--- src/rtl/core/polyline_corner_smoothing_assert.svh ---
// assertion macros shared by the polyline corner smoothing rtl
`ifndef POLYLINE_CORNER_SMOOTHING_ASSERT_SVH
`define POLYLINE_CORNER_SMOOTHING_ASSERT_SVH

// antecedent implies consequent in the same cycle
`define PCS_ASSERT_NOW(lbl, clk, rstn, ante, cons, msg) \
  lbl: assert property (@(posedge clk) disable iff (!rstn) (ante) |-> (cons)) \
    else $error(msg);

// antecedent implies consequent in the next cycle
`define PCS_ASSERT_NEXT(lbl, clk, rstn, ante, cons, msg) \
  lbl: assert property (@(posedge clk) disable iff (!rstn) (ante) |=> (cons)) \
    else $error(msg);

`endif

--- src/rtl/core/pcs_pkg.sv ---
// types, constants and helpers for the polyline corner smoothing block
`default_nettype none

package pcs_pkg;

  localparam int COORD_W = 32;
  localparam int MAG_W = COORD_W + 1;      // |difference| and |sum of three|
  localparam int LIMB_W = 34;              // multiplier operand width
  localparam int PROD_W = 2 * LIMB_W;
  localparam int P_W = 2 * COORD_W + 1;    // one coordinate product
  localparam int N_W = P_W + 1;            // squared length, dot magnitude
  localparam int M_W = 2 * N_W - 1;        // product of squared lengths
  localparam int MX_W = 4 * LIMB_W;        // limb view of that product
  localparam int COS_SQ_W = 17;
  localparam int Q16_SHIFT = 16;
  localparam int ACC_W = M_W + COS_SQ_W + 1;

  // floor(n / 3) = (n * RCP3) >> RCP3_SHIFT, exact for n < 2**RCP3_SHIFT
  localparam int RCP3_SHIFT = 33;
  localparam logic [31:0] RCP3 = 32'd2863311531;

  localparam logic [COS_SQ_W-1:0] COS_SQ_RESET = 17'd42894;

  localparam int APB_ADDR_W = 3;
  localparam int REG_IDX_LSB = 2;
  localparam logic REG_ENABLE = 1'b0;
  localparam logic REG_COS_SQ = 1'b1;

  typedef struct packed {
    logic signed [COORD_W-1:0] out_x;
    logic signed [COORD_W-1:0] out_y;
    logic                      was_smoothed;
    logic                      last_of_line;
  } result_t;

  typedef struct packed {
    logic                enable;
    logic [COS_SQ_W-1:0] cos_sq;
  } cfg_t;

  typedef struct packed {
    logic       mul_en;
    logic       acc_en;
    logic       load;
    logic [1:0] shift;
  } mac_ctrl_t;

  function automatic logic [MAG_W-1:0] diff_mag(input logic signed [MAG_W-1:0] v);
    return v[MAG_W-1] ? MAG_W'(-v) : MAG_W'(v);
  endfunction

  function automatic logic [MAG_W-1:0] sum_mag(input logic signed [MAG_W:0] v);
    return v[MAG_W] ? MAG_W'(-v) : MAG_W'(v);
  endfunction

endpackage

`default_nettype wire

--- src/rtl/core/pcs_cfg.sv ---
// apb configuration registers
`default_nettype none

module pcs_cfg (
  input  logic                              clk_i,
  input  logic                              rst_ni,
  input  logic                              psel_i,
  input  logic                              penable_i,
  input  logic                              pwrite_i,
  input  logic [pcs_pkg::APB_ADDR_W-1:0]    paddr_i,
  input  logic [31:0]                       pwdata_i,
  output logic [31:0]                       prdata_o,
  output logic                              pready_o,
  output pcs_pkg::cfg_t                     cfg_o
);

  pcs_pkg::cfg_t cfg_q;
  logic          wr_en;
  logic          reg_idx;

  assign reg_idx  = paddr_i[pcs_pkg::REG_IDX_LSB];
  assign wr_en    = psel_i & penable_i & pwrite_i;
  assign pready_o = 1'b1;

  always_ff @(posedge clk_i or negedge rst_ni) begin
    if (!rst_ni) begin
      cfg_q.enable <= 1'b1;
      cfg_q.cos_sq <= pcs_pkg::COS_SQ_RESET;
    end else if (wr_en) begin
      case (reg_idx)
        pcs_pkg::REG_ENABLE: cfg_q.enable <= pwdata_i[0];
        pcs_pkg::REG_COS_SQ: cfg_q.cos_sq <= pwdata_i[pcs_pkg::COS_SQ_W-1:0];
        default: ;
      endcase
    end
  end

  always_comb begin
    case (reg_idx)
      pcs_pkg::REG_ENABLE: prdata_o = 32'(cfg_q.enable);
      pcs_pkg::REG_COS_SQ: prdata_o = 32'(cfg_q.cos_sq);
      default:             prdata_o = '0;
    endcase
  end

  assign cfg_o = cfg_q;

endmodule

`default_nettype wire

--- config.mk ---
export PLATFORM = sky130hd
export DESIGN_NAME = pcs_cfg
export DESIGN_NICKNAME = d
export VERILOG_FILES = /design/src/rtl/core/polyline_corner_smoothing_assert.svh /design/src/rtl/core/pcs_pkg.sv /design/src/rtl/core/pcs_cfg.sv
export SDC_FILE = /design/constraint.sdc
export NUM_CORES = 1
export LEC_CHECK = 0
export BUFFER_PORTS_ARGS = -buffer_cell sky130_fd_sc_hd__buf_4
export CELL_PAD_IN_SITES_DETAIL_PLACEMENT = 2
export CELL_PAD_IN_SITES_GLOBAL_PLACEMENT = 2
export CORE_MARGIN = 2
export CORE_UTILIZATION = 20
export CTS_CLUSTER_SIZE = 14
export DETAILED_ROUTE_END_ITERATION = 8
export PLACE_DENSITY = 0.82
export SLEW_MARGIN = 20
export SYNTH_ARGS = -nofsm -noshare
export SYNTH_HDL_FRONTEND = slang
export SYNTH_SLANG_ARGS = --single-unit
--- constraint.sdc ---
create_clock -name clk_i -period 0.9 [get_ports clk_i]
set_clock_uncertainty 0.05 [all_clocks]
set_input_delay 0.135 -clock clk_i [delete_from_list [all_inputs] [get_ports clk_i]]
set_output_delay 0.135 -clock clk_i [all_outputs]
set_load 0.05 [all_outputs]
==> flow_summary.yaml <==
cts:
  cts.sinks: 18
  clkTransAtPathRegs_ns: 0.07
  clkLatencyLatePin_ns: 0.25
  cts.path.max_buffers: 2
  cts_tree: "yes"
  ctsHtreeMaxLevel: 1
  cts_buffers: 3
  cts-root-buf: "clkbuf_8"
power:
  ir_drop_v: 0.0007659
  power_leakage_nw: 1.022
  power_mw: 4.937
  p_per_area_mw_per_mm2: 2410
floorplan:
  initial_utilization_pct: 21.00
  fp.dieArea_mm2: 0.005573
  coreArea_mm2: 0.004755
  die_height_um: 74.66
  chipWidth_um: 74.66
  ioPinCount: 91
  rows: 25
worst_setup_path:
  cpPeakStageDelay_ns: 0.57
  cp.required_ns: 0.71
  critPathSlowestCell: "dfstp_2"
  crit_arrival_ns: 1.11
  crit_chain: "and2_4 > buf_8"
  r2r_slack_ns: -0.15
  worstPathMaxFanout: 3
  critical_path_class: "reg -> out"
  crit_path_end_kind: "output pin"
  crit_path_start_kind: "flip-flop"
finish:
  nets: 198
  drive_gt1_share_pct: 87.26
  syn2layout_area_growth_pct: 105.1
  antenna_cells: 0
  final_cells: 224
  largest_reg_flops: 18
  fillers: 487
run_status:
  failed_checks: "negative setup slack"
  outcome: "finished with violations"
route:
  wl_per_cell_um: 14.52
  num_vias: 834
  drt_iter0_drc: 7
  antenna_left: 0
  wirelength_um: 3252
  drc: 0
  drtPass1Iterations: 2
  via_per_inst: 3.723
place:
  place_inst: 204
  port-buffer-count: 57
  dp_slack_ns: -0.1618
  routabilityCongestion: 0.6386
  place_hpwl_um: 2338
sta:
  fmax_mhz: 771.9
  whs_ns: 0.06047
  post-route-min-period_ns: 1.295
  final_hold_viol_count: 0
  setup_slack_ns: -0.3955
  rsz0062_at_grt: "yes"
  fin_crit_sh_pct: 143.9
  slew_violations: 0
  final-setup-viol-count: 42
  tns_ns: -10.13
logic_synthesis:
  synth-seq-area-share_pct: 46.37
  synth_top_area_cell: "dfstp_2"
  ys_seq_elements: 18
  synthCells: 76
  synth_cell_types: 11
  synth_warnings: 0
  synth_top_area_share_pct: 26.32
  synth.avg_cell_area_um2: 13.14
  ys_top_cells_by_area: "dfstp_2, dfrtp_1, mux2_4, buf_4, mux2_2"
  syn_area_um2: 998.5
global_routing:
  grt_first_pass_wirelength_um: 4609
  grt_pass1_vias: 878
  grt_max_degree: 19
  grt_usage_pct: 11.35
  grt_overflow: 0
  grt_antenna_before_repair: 0
flow_run:
  cap_violations: 0
min_path:
  hp-class: "in -> reg"
logic make-up (layout without fill, tap and decap cells):
logic type | count (synthesis) | in the layout | synth area share, %
buffers and inverters | 19 | 86 | 14.66
multiplexers | 19 | 19 | 25.19
AND/OR/NAND/NOR | 18 | 18 | 13.03
other | 2 | 16 | 0.7522
flip-flops | 18 | 18 | 46.37
Yosys cell counts:
cell type / instances
conb_1: 2
buf_4: 16
and2_1: 16
nand4b_1: 1
clkbuf_1: 1
dfrtp_1: 8
mux2_2: 9
mux2_4: 10
buf_6: 2
dfstp_2: 10
nand4_4: 1
timing repair:
item,in CTS,in global routing
gates cloned,0,0
gates resized for setup,58,20
hold buffers,1,0
buffers inserted,5,12
pin swaps,16,0
setup endpoints to repair,37,43
hold endpoints to repair,18,0
final timing paths:
path                        startpoint            to  depth (start not counted)
hold / removal             pwdata_i[2]      cfg_o[2]                          2
max in group asynchronous       rst_ni      cfg_o[3]                          2
hold reg to reg              cfg_o[12]     cfg_o[12]                          1
setup reg to reg              cfg_o[2]      cfg_o[2]                          4
setup / recovery             cfg_o[13]  prdata_o[13]                          2
min in group asynchronous       rst_ni     cfg_o[12]                          2
power by group:
part	internal [mW]	switching, mW
Sequential	1.08	0.167
Clock	0.314	0.271
Combinational	1.48	1.63
Total	2.87	2.07
routing by layer:
layer	track usage, %	part of all wire (%)	wire, um
met1	10.98	32	1043
met2	23.80	61	1993
met3	3.079	6.6	215
met4	1.786	0	0
met5	0	0	0
stage by stage:
stage	cell area, um2	util [%]
finish	2048	43.08
global route	2048	43.08
CTS	1898	39.92
detailed placement	1588	33.39
global placement	1588	33.39
floorplan	1144	-
cells in the final DEF (no fill, tap or decap):
| master | instances |
|---|---|
| buf_4 | 30 |
| buf_8 | 29 |
| buf_6 | 20 |
| mux2_4 | 18 |
| and2_4 | 16 |
| conb_1 | 16 |
| dfstp_2 | 10 |
| dfrtp_2 | 7 |
| clkbuf_8 | 3 |
| buf_12 | 2 |
| nand4_4 | 1 |
| nand4b_1 | 1 |
| mux2_2 | 1 |
| dfrtp_1 | 1 |
| clkbuf_1 | 1 |
| dlygate4sd3_1 | 1 |
worst max-delay path, delay by kind of cell (launching register included):
kind	cells	cell delay, ns
flip-flops	1	0.57
AND/OR/NAND/NOR	1	0.16
buffers and inverters	1	0.14
cell type report:
cell class / instances / area [um2] / share of cell area [%]
Multi-Input combinational cell: 53 / 511.7 / 24.98
Timing Repair Buffer: 82 / 935.9 / 45.69
Sequential cell: 18 / 471.7 / 23.03
Clock buffer: 4 / 45.04 / 2.199
Tap cell: 67 / 83.83 / 4.093
Note: power is estimated with default switching activity, not from simulation.
