`src/rtl/core/polyline_corner_smoothing_assert.svh`:
```
// assertion macros shared by the polyline corner smoothing rtl
`ifndef POLYLINE_CORNER_SMOOTHING_ASSERT_SVH
`define POLYLINE_CORNER_SMOOTHING_ASSERT_SVH

// antecedent implies consequent in the same cycle
`define PCS_ASSERT_NOW(lbl, clk, rstn, ante, cons, msg) \
  lbl: assert property (@(posedge clk) disable iff (!rstn) (ante) |-> (cons)) \
    else $error(msg);

// antecedent implies consequent in the next cycle
`define PCS_ASSERT_NEXT(lbl, clk, rstn, ante, cons, msg) \
  lbl: assert property (@(posedge clk) disable iff (!rstn) (ante) |=> (cons)) \
    else $error(msg);

`endif

```
`src/rtl/core/pcs_pkg.sv`:
```
// types, constants and helpers for the polyline corner smoothing block
`default_nettype none

package pcs_pkg;

  localparam int COORD_W = 32;
  localparam int MAG_W = COORD_W + 1;      // |difference| and |sum of three|
  localparam int LIMB_W = 34;              // multiplier operand width
  localparam int PROD_W = 2 * LIMB_W;
  localparam int P_W = 2 * COORD_W + 1;    // one coordinate product
  localparam int N_W = P_W + 1;            // squared length, dot magnitude
  localparam int M_W = 2 * N_W - 1;        // product of squared lengths
  localparam int MX_W = 4 * LIMB_W;        // limb view of that product
  localparam int COS_SQ_W = 17;
  localparam int Q16_SHIFT = 16;
  localparam int ACC_W = M_W + COS_SQ_W + 1;

  // floor(n / 3) = (n * RCP3) >> RCP3_SHIFT, exact for n < 2**RCP3_SHIFT
  localparam int RCP3_SHIFT = 33;
  localparam logic [31:0] RCP3 = 32'd2863311531;

  localparam logic [COS_SQ_W-1:0] COS_SQ_RESET = 17'd42894;

  localparam int APB_ADDR_W = 3;
  localparam int REG_IDX_LSB = 2;
  localparam logic REG_ENABLE = 1'b0;
  localparam logic REG_COS_SQ = 1'b1;

  typedef struct packed {
    logic signed [COORD_W-1:0] out_x;
    logic signed [COORD_W-1:0] out_y;
    logic                      was_smoothed;
    logic                      last_of_line;
  } result_t;

  typedef struct packed {
    logic                enable;
    logic [COS_SQ_W-1:0] cos_sq;
  } cfg_t;

  typedef struct packed {
    logic       mul_en;
    logic       acc_en;
    logic       load;
    logic [1:0] shift;
  } mac_ctrl_t;

  function automatic logic [MAG_W-1:0] diff_mag(input logic signed [MAG_W-1:0] v);
    return v[MAG_W-1] ? MAG_W'(-v) : MAG_W'(v);
  endfunction

  function automatic logic [MAG_W-1:0] sum_mag(input logic signed [MAG_W:0] v);
    return v[MAG_W] ? MAG_W'(-v) : MAG_W'(v);
  endfunction

endpackage

`default_nettype wire

```
`src/rtl/core/pcs_mac.sv`:
```
// shared 34x34 multiplier with shifted accumulator
`default_nettype none

module pcs_mac (
  input  logic                            clk_i,
  input  pcs_pkg::mac_ctrl_t              ctrl_i,
  input  logic [pcs_pkg::LIMB_W-1:0]      op_a_i,
  input  logic [pcs_pkg::LIMB_W-1:0]      op_b_i,
  output logic [pcs_pkg::ACC_W-1:0]       acc_o
);

  logic [pcs_pkg::PROD_W-1:0] prod_q;
  logic [pcs_pkg::ACC_W-1:0]  acc_q;
  logic [pcs_pkg::ACC_W-1:0]  acc_d;
  logic [pcs_pkg::ACC_W-1:0]  addend;

  // product is registered before it meets the adder
  always_ff @(posedge clk_i) begin
    if (ctrl_i.mul_en) begin
      prod_q <= pcs_pkg::PROD_W'(op_a_i) * pcs_pkg::PROD_W'(op_b_i);
    end
  end

  always_comb begin
    case (ctrl_i.shift)
      2'd0:    addend = pcs_pkg::ACC_W'(prod_q);
      2'd1:    addend = pcs_pkg::ACC_W'(prod_q) << pcs_pkg::LIMB_W;
      2'd2:    addend = pcs_pkg::ACC_W'(prod_q) << (2 * pcs_pkg::LIMB_W);
      default: addend = pcs_pkg::ACC_W'(prod_q) << (3 * pcs_pkg::LIMB_W);
    endcase
    acc_d = (ctrl_i.load ? '0 : acc_q) + addend;
  end

  always_ff @(posedge clk_i) begin
    if (ctrl_i.acc_en) begin
      acc_q <= acc_d;
    end
  end

  assign acc_o = acc_q;

endmodule

`default_nettype wire

```
`config.mk`:
```
export PLATFORM = sky130hd
export DESIGN_NAME = pcs_mac
export DESIGN_NICKNAME = d
export VERILOG_FILES = /design/src/rtl/core/polyline_corner_smoothing_assert.svh /design/src/rtl/core/pcs_pkg.sv /design/src/rtl/core/pcs_mac.sv
export SDC_FILE = /design/constraint.sdc
export NUM_CORES = 2
export LEC_CHECK = 0
export BUFFER_PORTS_ARGS = -buffer_cell sky130_fd_sc_hd__buf_2
export CORE_ASPECT_RATIO = 1.25
export CORE_MARGIN = 2
export CORE_UTILIZATION = 55
export CTS_CLUSTER_SIZE = 40
export DETAILED_ROUTE_END_ITERATION = 6
export PLACE_DENSITY = 0.75
export SLEW_MARGIN = 20
export SYNTH_ARGS = -nofsm -noshare
export SYNTH_HDL_FRONTEND = slang
export SYNTH_SLANG_ARGS = --single-unit
```
`constraint.sdc`:
```
create_clock -name clk_i -period 19.8 [get_ports clk_i]
set_input_delay 3.96 -clock clk_i [delete_from_list [all_inputs] [get_ports clk_i]]
set_output_delay 3.96 -clock clk_i [all_outputs]
set_load 0.03 [all_outputs]
```
==> metrics <==
status complete, no violations; period utilisation layout 0.6248; Setup CP Type in -> reg; Avg Synthesized Cell Area 8.901 um^2; Total Wirelength 182.9 mm; number of global-route vias before repair 47650; filler cell count in the final layout 9055; Via density about 6; max_slew headroom 0.2579; Post-synth EDFFs 217; IO Port Bufs about 220; drt drc 0; Setup TNS Final 0 ns; H-tree lvl count 1; Synth async-reset ratio 0; Mapped Area between 0.05 and 0.06 mm^2; CTS Hold Buffers Added 0; clock buffer depth 3; syn_nets 7830; Die X 289.7 um; post-route cell area 0.05849 mm^2; Syn-to-layout area delta 4.251%; Final ANT Viol Nets 0; Clk Latency, worst-skew pair between 0.5 and 0.6 ns; synthesized-area fraction occupied by ao, oa, aoi and oai cells 0.1039; Die Y 361.1 um; GR Util met1 0.4140; post-synthesis simple-gate area fraction 0.1819; Final Hold Vio Count 0; Post-CTS Setup Inserts 0; ys flop type edfxtp_1; Root Buffer clkbuf_16; Nets 7748; CP arrival between 10 and 15 ns; max-cap viol count 0; Reg area around 0.0065 mm^2; mux contribution to synthesized area 0.006245; Worst Setup End Kind flip-flop; Total Die Area approximately 0.10 mm^2; top-area cell type share of the netlist area 0.3643; Max Freq 0.08083 GHz; met2 GRT Util 0.6091; largest family of logic cells by synthesized area adder cells; layout cells sized above 1 0.05339; CP most frequent cell fa_1; largest net degree at the start of global routing 93; max incr delay on CP roughly 0.62 ns; synth unique cells between 80 and 90; post-CTS sizing 0; # rows 131; CTS tree yes; Multi-input gate area approximately 0.044 mm^2; DR pass1 iterations 6; element type at the critical path start input port; Warnings, synthesis 0; adder-cell area share of the yosys netlist 0.4607; number of CTS-inserted buffers 22; hold crit path type reg -> reg; max-slew violation count 0; Slew @ Worst Pin 1.082 ns; first-pass GRT wire length 280.1 mm; grt peak-use layer met2; clk sink count 217; Top Ports 223; post-synthesis register bit count 217; Core Region 0.1016 mm^2; post-layout min period 12.37 ns; post-detail-place hpwl approximately 140 mm; Avg WL per Cell about 24 um; final setup violation count 0; skew final about 0.024 ns; initial antenna violation count 1; area of placed instances 0.05773 mm^2; cell taking the most area after synthesis fa_1; GRT overflow 0; top cells by area, synth fa_1, edfxtp_1, ha_1, inv_1, and2_1; Worst-path clk slew 0.09 ns; CP max stage cell buf_2; routed via count 44800; Routability Congestion 1.040; CP max FO 34; Tot GR Track Use 0.3548; post-synthesis cell count between 6000 and 7000; grt met3 use 0.04950; Initial Util 0.5521; RSZ-0062 raised after global routing false; post-synthesis xor/xnor area fraction 0.03278; DRT iter0 DRCs about 3400; Critical Path RT ~20 ns; Seq/Total Area, Yosys 0.1161
[final timing paths]
kind	from	end	slack (ns)	depth (start not counted)
min reg2reg	prod_q[0]$_DFFE_PP_	acc_o[0]$_DFFE_PP_	0.88	2
min	prod_q[0]$_DFFE_PP_	acc_o[0]$_DFFE_PP_	0.88	2
max reg2reg	prod_q[11]$_DFFE_PP_	acc_o[147]$_DFFE_PP_	13.92	15
max	op_b_i[10]	prod_q[61]$_DFFE_PP_	7.43	30
[cells in the mapped netlist, types with 10 or more instances]
cell	n
a211oi_1	19
a21o_1	145
a21oi_1	290
a221oi_1	10
a22o_1	34
a31oi_1	28
and2_1	568
and3_1	39
clkbuf_1	339
edfxtp_1	217
fa_1	1021
ha_1	432
inv_1	1109
mux2i_1	35
nand2_1	824
nand2b_1	21
nand3_1	32
nand4_1	85
nor2_1	196
nor2b_1	198
nor3_1	32
nor4_1	10
o21a_1	34
o21ai_0	136
o21ai_1	16
o21bai_1	64
o31ai_1	10
xnor2_1	132
xor2_1	78
[critical path, delay by kind of cell]
kind                       cells  cell delay [ns]
adders and majority gates      9             4.34
AOI/OAI and AO/OA             11             3.05
buffers and inverters          8             1.00
and+or+nand+nor                1             0.18
xor gates and xnor gates       1             0.08
[logic make-up (layout without fill, tap and decap cells)]
| logic type | count (synthesis) | in the layout |
|---|---|---|
| and+or+nand+nor | 2042 | 2042 |
| buffers and inverters | 1463 | 1397 |
| adders and majority gates | 1453 | 1453 |
| AOI/OAI and AO/OA | 883 | 883 |
| DFF | 217 | 217 |
| xor gates and xnor gates | 210 | 210 |
| muxes | 35 | 35 |
| other | 0 | 1 |
[metal layers]
layer / wire, um / share of wire
met2: 89680 / 0.49
met1: 65160 / 0.36
met5: 0 / 0
met3: 13540 / 0.074
met4: 14500 / 0.079
[sequential cells by signal (all words and copies together), names as in the netlist]
signal and cells:
acc_o 149, prod_q 68
[final cells by class]
class	count	share of cell area
Tap cell	1330	0.02845
Multi-Input combinational cell	4623	0.7536
Inverter	1109	0.07117
Sequential cell	217	0.1114
Timing Repair Buffer	248	0.02248
Clock buffer	23	0.009841
Antenna cell	1	0.00004279
Clock inverter	17	0.003038
[stage by stage]
stage	std cells	util	hold WS [ns]	setup slack, ns
3_5_place_dp	7527	0.5681	0.8613	6.901
4_1_cts	7567	0.5755	0.8660	7.494
3_3_place_gp	7527	0.5681	0.8258	6.879
2_1_floorplan	6303	-	0.6610	8.096
5_1_grt	7568	0.5755	0.8756	7.303
6_report	7568	0.5755	0.8750	7.428
[placed cells by master, fill, tap and decap left out, types with 39 or more instances in the layout]
master    instances
a21oi_1         290
xor2_1           78
nor2b_1         196
nand4_1          85
a21o_1          145
fa_1           1021
o21bai_1         64
nand2_1         824
and2_1          568
buf_2           220
inv_1          1109
edfxtp_1        217
o21ai_0         136
ha_1            432
xnor2_1         132
nor2_1          196
and3_1           39
Power is left out: the tool's default activity adds up to more than one toggle a clock period on the data nets, which glitch-free logic cannot reach.
