[src/rtl/core/polyline_corner_smoothing_assert.svh]
// assertion macros shared by the polyline corner smoothing rtl
`ifndef POLYLINE_CORNER_SMOOTHING_ASSERT_SVH
`define POLYLINE_CORNER_SMOOTHING_ASSERT_SVH

// antecedent implies consequent in the same cycle
`define PCS_ASSERT_NOW(lbl, clk, rstn, ante, cons, msg) \
  lbl: assert property (@(posedge clk) disable iff (!rstn) (ante) |-> (cons)) \
    else $error(msg);

// antecedent implies consequent in the next cycle
`define PCS_ASSERT_NEXT(lbl, clk, rstn, ante, cons, msg) \
  lbl: assert property (@(posedge clk) disable iff (!rstn) (ante) |=> (cons)) \
    else $error(msg);

`endif

[src/rtl/core/pcs_pkg.sv]
// types, constants and helpers for the polyline corner smoothing block
`default_nettype none

package pcs_pkg;

  localparam int COORD_W = 32;
  localparam int MAG_W = COORD_W + 1;      // |difference| and |sum of three|
  localparam int LIMB_W = 34;              // multiplier operand width
  localparam int PROD_W = 2 * LIMB_W;
  localparam int P_W = 2 * COORD_W + 1;    // one coordinate product
  localparam int N_W = P_W + 1;            // squared length, dot magnitude
  localparam int M_W = 2 * N_W - 1;        // product of squared lengths
  localparam int MX_W = 4 * LIMB_W;        // limb view of that product
  localparam int COS_SQ_W = 17;
  localparam int Q16_SHIFT = 16;
  localparam int ACC_W = M_W + COS_SQ_W + 1;

  // floor(n / 3) = (n * RCP3) >> RCP3_SHIFT, exact for n < 2**RCP3_SHIFT
  localparam int RCP3_SHIFT = 33;
  localparam logic [31:0] RCP3 = 32'd2863311531;

  localparam logic [COS_SQ_W-1:0] COS_SQ_RESET = 17'd42894;

  localparam int APB_ADDR_W = 3;
  localparam int REG_IDX_LSB = 2;
  localparam logic REG_ENABLE = 1'b0;
  localparam logic REG_COS_SQ = 1'b1;

  typedef struct packed {
    logic signed [COORD_W-1:0] out_x;
    logic signed [COORD_W-1:0] out_y;
    logic                      was_smoothed;
    logic                      last_of_line;
  } result_t;

  typedef struct packed {
    logic                enable;
    logic [COS_SQ_W-1:0] cos_sq;
  } cfg_t;

  typedef struct packed {
    logic       mul_en;
    logic       acc_en;
    logic       load;
    logic [1:0] shift;
  } mac_ctrl_t;

  function automatic logic [MAG_W-1:0] diff_mag(input logic signed [MAG_W-1:0] v);
    return v[MAG_W-1] ? MAG_W'(-v) : MAG_W'(v);
  endfunction

  function automatic logic [MAG_W-1:0] sum_mag(input logic signed [MAG_W:0] v);
    return v[MAG_W] ? MAG_W'(-v) : MAG_W'(v);
  endfunction

endpackage

`default_nettype wire

[src/rtl/core/pcs_if.sv]
// point and result stream interfaces
`default_nettype none


interface pcs_out_if ();
  logic                               valid;
  logic                               ready;
  logic signed [pcs_pkg::COORD_W-1:0] out_x;
  logic signed [pcs_pkg::COORD_W-1:0] out_y;
  logic                               was_smoothed;
  logic                               last_of_line;

  modport source (output valid, out_x, out_y, was_smoothed, last_of_line, input ready);
  modport sink (input valid, out_x, out_y, was_smoothed, last_of_line, output ready);
endinterface

`default_nettype wire

[src/rtl/core/pcs_out_fifo.sv]
// two-entry result queue in front of the output channel
`default_nettype none

module pcs_out_fifo (
  input  logic              clk_i,
  input  logic              rst_ni,
  input  logic              push_i,
  input  pcs_pkg::result_t  push_data_i,
  output logic              full_o,
  pcs_out_if.source         res_o
);

  localparam int Depth = 2;
  localparam int PtrW = $clog2(Depth);
  localparam int CntW = $clog2(Depth + 1);

  pcs_pkg::result_t entry_q [Depth];
  logic [PtrW-1:0]  wr_ptr_q;
  logic [PtrW-1:0]  rd_ptr_q;
  logic [CntW-1:0]  count_q;
  logic             pop;

  assign pop    = res_o.valid && res_o.ready;
  assign full_o = (count_q == CntW'(Depth));

  always_ff @(posedge clk_i or negedge rst_ni) begin
    if (!rst_ni) begin
      wr_ptr_q <= '0;
      rd_ptr_q <= '0;
      count_q  <= '0;
    end else begin
      if (push_i) begin
        wr_ptr_q <= (wr_ptr_q == PtrW'(Depth - 1)) ? '0 : wr_ptr_q + PtrW'(1);
      end
      if (pop) begin
        rd_ptr_q <= (rd_ptr_q == PtrW'(Depth - 1)) ? '0 : rd_ptr_q + PtrW'(1);
      end
      count_q <= count_q + CntW'(push_i) - CntW'(pop);
    end
  end

  always_ff @(posedge clk_i) begin
    if (push_i) begin
      entry_q[wr_ptr_q] <= push_data_i;
    end
  end

  assign res_o.valid        = (count_q != '0);
  assign res_o.out_x        = entry_q[rd_ptr_q].out_x;
  assign res_o.out_y        = entry_q[rd_ptr_q].out_y;
  assign res_o.was_smoothed = entry_q[rd_ptr_q].was_smoothed;
  assign res_o.last_of_line = entry_q[rd_ptr_q].last_of_line;

endmodule

`default_nettype wire

[src/flat_wrapper.sv]
// flat-port wrapper written by rule: the top's interface ports become plain ports
module pcs_out_fifo_flat 
  (clk_i, rst_ni, push_i, push_data_i, full_o, res_o_valid, res_o_out_x, res_o_out_y, res_o_was_smoothed, res_o_last_of_line, res_o_ready);
  pcs_out_if res_o_i ();
  input  logic clk_i;
  input  logic rst_ni;
  input  logic push_i;
  input  pcs_pkg::result_t push_data_i;
  output logic full_o;
  output wire logic [$bits(res_o_i.valid)-1:0] res_o_valid;
  output wire logic [$bits(res_o_i.out_x)-1:0] res_o_out_x;
  output wire logic [$bits(res_o_i.out_y)-1:0] res_o_out_y;
  output wire logic [$bits(res_o_i.was_smoothed)-1:0] res_o_was_smoothed;
  output wire logic [$bits(res_o_i.last_of_line)-1:0] res_o_last_of_line;
  input wire logic [$bits(res_o_i.ready)-1:0] res_o_ready;
  assign res_o_valid = res_o_i.valid;
  assign res_o_out_x = res_o_i.out_x;
  assign res_o_out_y = res_o_i.out_y;
  assign res_o_was_smoothed = res_o_i.was_smoothed;
  assign res_o_last_of_line = res_o_i.last_of_line;
  assign res_o_i.ready = res_o_ready;
  pcs_out_fifo u_core (.clk_i(clk_i), .rst_ni(rst_ni), .push_i(push_i), .push_data_i(push_data_i), .full_o(full_o), .res_o(res_o_i));
endmodule
[config.mk]
export PLATFORM = sky130hd
export DESIGN_NAME = pcs_out_fifo_flat
export DESIGN_NICKNAME = d
export VERILOG_FILES = /design/src/rtl/core/polyline_corner_smoothing_assert.svh /design/src/rtl/core/pcs_pkg.sv /design/src/rtl/core/pcs_if.sv /design/src/rtl/core/pcs_out_fifo.sv /design/src/flat_wrapper.sv
export SDC_FILE = /design/constraint.sdc
export NUM_CORES = 1
export LEC_CHECK = 0
export ABC_AREA = 1
export BUFFER_PORTS_ARGS = -buffer_cell sky130_fd_sc_hd__buf_2
export CORE_ASPECT_RATIO = 0.6
export CORE_MARGIN = 2
export CORE_UTILIZATION = 31
export DETAILED_ROUTE_END_ITERATION = 8
export GPL_TIMING_DRIVEN = 0
export PLACE_DENSITY = 0.58
export SKIP_CTS_REPAIR_TIMING = 1
export SLEW_MARGIN = 20
export SYNTH_ARGS = -nofsm -noshare
export SYNTH_HDL_FRONTEND = slang
export SYNTH_SLANG_ARGS = --single-unit
[constraint.sdc]
create_clock -name clk_i -period 4.4 [get_ports clk_i]
set_input_delay 0.22 -clock clk_i [delete_from_list [all_inputs] [get_ports clk_i]]
set_output_delay 0.22 -clock clk_i [all_outputs]
set_load 0.01 [all_outputs]
==> flow_summary_export.csv <==
group,metric,value,unit
synthesis,yosys_most_used_dff,"edfxtp_1",
placed_design,place.gp.congestion,0.742,
finish,layout-drive-gt1-share,31.8,%
finish,layout.nets,657,
synthesis,synth.distinct_cells,12,
finish,fillers,1474,
detailed_routing,vias,3362,
worst_setup_path,cp.required,4.18,ns
global_routing,grt_first_pass_wirelength,16200,um
worst_setup_path,cp-end-kind,"output port",
placed_design,dpl.cell_count,725,
worst_setup_path,critPathMaxStageDelay,0.36,ns
sta,rsz0062_at_grt,"no",
synthesis,yosysSeqAreaShare,80.6,%
placed_design,post-dp-hpwl,7190,um
clock_network,cts_buffers,17,
clock_network,clock_sinks,136,
synthesis,synth.most_common_cell,"nand2_1",
clock_network,cts_buffer_depth,2,
pwr,p_leak,0.00317,uW
die,dieWidth,169,um
worst_setup_path,path_max_fanout,10,
synthesis,synth_top_area_share,78.6,%
worst_setup_path,r2r_slack,2.77,ns
synthesis,synthCells,375,
finish,antenna_cells,0,
sta,hold_violations,0,
clock_network,root_buffer,"clkbuf_16",
worst_setup_path,worst-setup-path-type,"flop to output port",
synthesis,netlist_area,0.00504,mm^2
finish,syn_to_final_growth,44.4,%
sta,slew_headroom,61.7,%
sta,tightest_slew,0.573,ns
sta,finalSetupViolations,0,
clock_network,cts_max_level,4,
global_routing,grt-ovfl-total,0,
detailed_routing,postRouteWirelength,10900,um
sta,fin_crit,1.83,ns
sta,finalClockSkew,0.0129,ns
status,run_status,"completed",
sta,finalCritPeriodShare,41.5,%
finish,fin_cells,807,
pwr,peakVddDrop,0.000264,V
sta,timing.hold.ws,0.00735,ns
global_routing,grt_max_degree,49,
job,drv_cap,0,
clock_network,path_clk_slew,0.06,ns
synthesis,ys_ff_latch,136,
worst_setup_path,startpoint_type,"flop",
synthesis,synth_area_leaders,"edfxtp_1 79%, nand2_1 15%, dfrtp_1 2.0%",
hold_path,worst_hold_path_type,"input pin to flop",
synthesis,synth_enable_flop_cells,132,
die,rows,36,
synthesis,ys_top_cells_by_count,"208 x nand2_1, 132 x edfxtp_1, 8 x buf_2, 8 x inv_1, 5 x buf_6",
detailed_routing,dr.first_iter.drc_count,150,
clock_network,clock_latency,0.41,ns
die,dieHeight,103,um
global_routing,grt_antenna_before_repair,0,
placed_design,port_buffers,137,
detailed_routing,drc,0,
clock_network,cts_tree,"done",
synthesis,syn_area_per_cell,13.4,um^2
worst_setup_path,crit_chain,"buf_4 -> inv_2 -> buf_6 -> buf_6 -> nand2_1 -> nand2_1 -> buf_2",
detailed_routing,via_per_inst,4.17,
worst_setup_path,crit_path_top_delay_cell,"dfrtp_1",
pwr,power.density,664,mW/mm^2
die,coreArea,0.0161,mm^2
detailed_routing,routedWlPerCell,13.6,um
die,ios,138,
synthesis,yosysWarnings,0,
global_routing,grt_pass1_vias,3210,
detailed_routing,first_pass_iters,4,
die,die_area,0.0173,mm^2
worst_setup_path,worst_ep_arrival_time,1.61,ns
synthesis,syn-num-nets,447,
sta,fmax,0.548,GHz
die,start_util,31.3,%
sta,slew_violations,0,
global_routing,grt_usage,12.5,%
detailed_routing,ant_nets,0,
synthesis,synthArstFlopShare,2.94,%
synthesis,synth_top_area_cell,"edfxtp_1",
==> layout by cell type (no fill, tap or decap) <==
cell type	instances
clkinv_4	1
dfrtp_1	4
nand2_1	208
inv_1	7
buf_6	5
bufinv_16	6
clkinvlp_4	1
nor2_1	1
xor2_1	1
inv_6	4
buf_16	4
clkbuf_1	1
clkbuf_16	17
edfxtp_1	132
nand3_1	2
inv_2	1
inv_4	1
clkinv_2	2
buf_4	2
buf_2	145
dlygate4sd3_1	50
nor2_4	1
ha_1	2
==> where the power goes <==
part	leakage (uW)	internal, uW	switching (uW)	total [uW]
logic	0.00156	548	896	1440
clock network	0.000326	1070	543	1610
registers	0.00129	1720	60.9	1780
==> through the flow <==
step	util [%]	power, uW	TNS [ns]	cell area, um^2	worst slack [ns]
4_1_cts	42.2	4880	0	6780	2.54
3_5_place_dp	38.0	3250	0	6110	2.70
6_report	45.3	4840	0	7280	2.57
3_3_place_gp	37.2	3180	-71.10	5990	-1.08
2_1_floorplan	-	2610	0	5040	0.739
5_1_grt	45.3	5130	0	7280	2.47
==> worst max-delay path, delay by kind of cell, from the launching register on <==
kind / cells / cell delay (ns)
buf+inv: 5 / 0.69
flops: 1 / 0.36
simple gates: 2 / 0.15
==> routing by layer <==
layer | global-route usage [%] | part of all wire, % | vias to the layer above
met5 | 0 | 0 | -
met4 | 4.97 | 1.1 | 0
met3 | 4.11 | 5.8 | 12
met2 | 20.6 | 47 | 98
met1 | 15.7 | 46 | 1577
li1 | - | - | 1675
==> path summary, 6_finish.rpt <==
kind	end	cells past startpoint	from
max	res_o_out_x[11]	7	u_core.rd_ptr_q
max reg2reg	u_core.entry_q[0][10]	3	u_core.wr_ptr_q
min reg2reg	u_core.wr_ptr_q	1	u_core.wr_ptr_q
max in group asynchronous	u_core.wr_ptr_q	2	rst_ni
min	u_core.entry_q[0][52]	1	push_data_i[52]
min in group asynchronous	u_core.rd_ptr_q	2	rst_ni
==> state kept, by name, summed over array words and instances, names as in the netlist <==
signal,flops
u_core.wr_ptr_q,1
u_core.rd_ptr_q,1
u_core.count_q,2
u_core.entry_q,132
==> area by class of cell <==
cell class / count / area (um^2) / area share, %
clock buffer: 18 / 429 / 5.90
tap: 209 / 262 / 3.59
buffer: 15 / 111 / 1.53
clock inverter: 14 / 241 / 3.32
sequential: 136 / 4060 / 55.8
timing repair buffer: 191 / 1300 / 17.8
multi-input combinational: 215 / 840 / 11.5
inverter: 9 / 36.3 / 0.498
==> cells by family (layout without fill, tap and decap cells) <==
kind of cell | after synthesis | in the layout | synth area share (%)
xor+xnor | 1 | 1 | 0.174
fa+ha+maj | 2 | 2 | 0.496
buf+inv | 24 | 247 | 2.88
flops | 136 | 136 | 80.6
simple gates | 212 | 212 | 15.8
No activity file was read; power rests on OpenSTA's default activity.
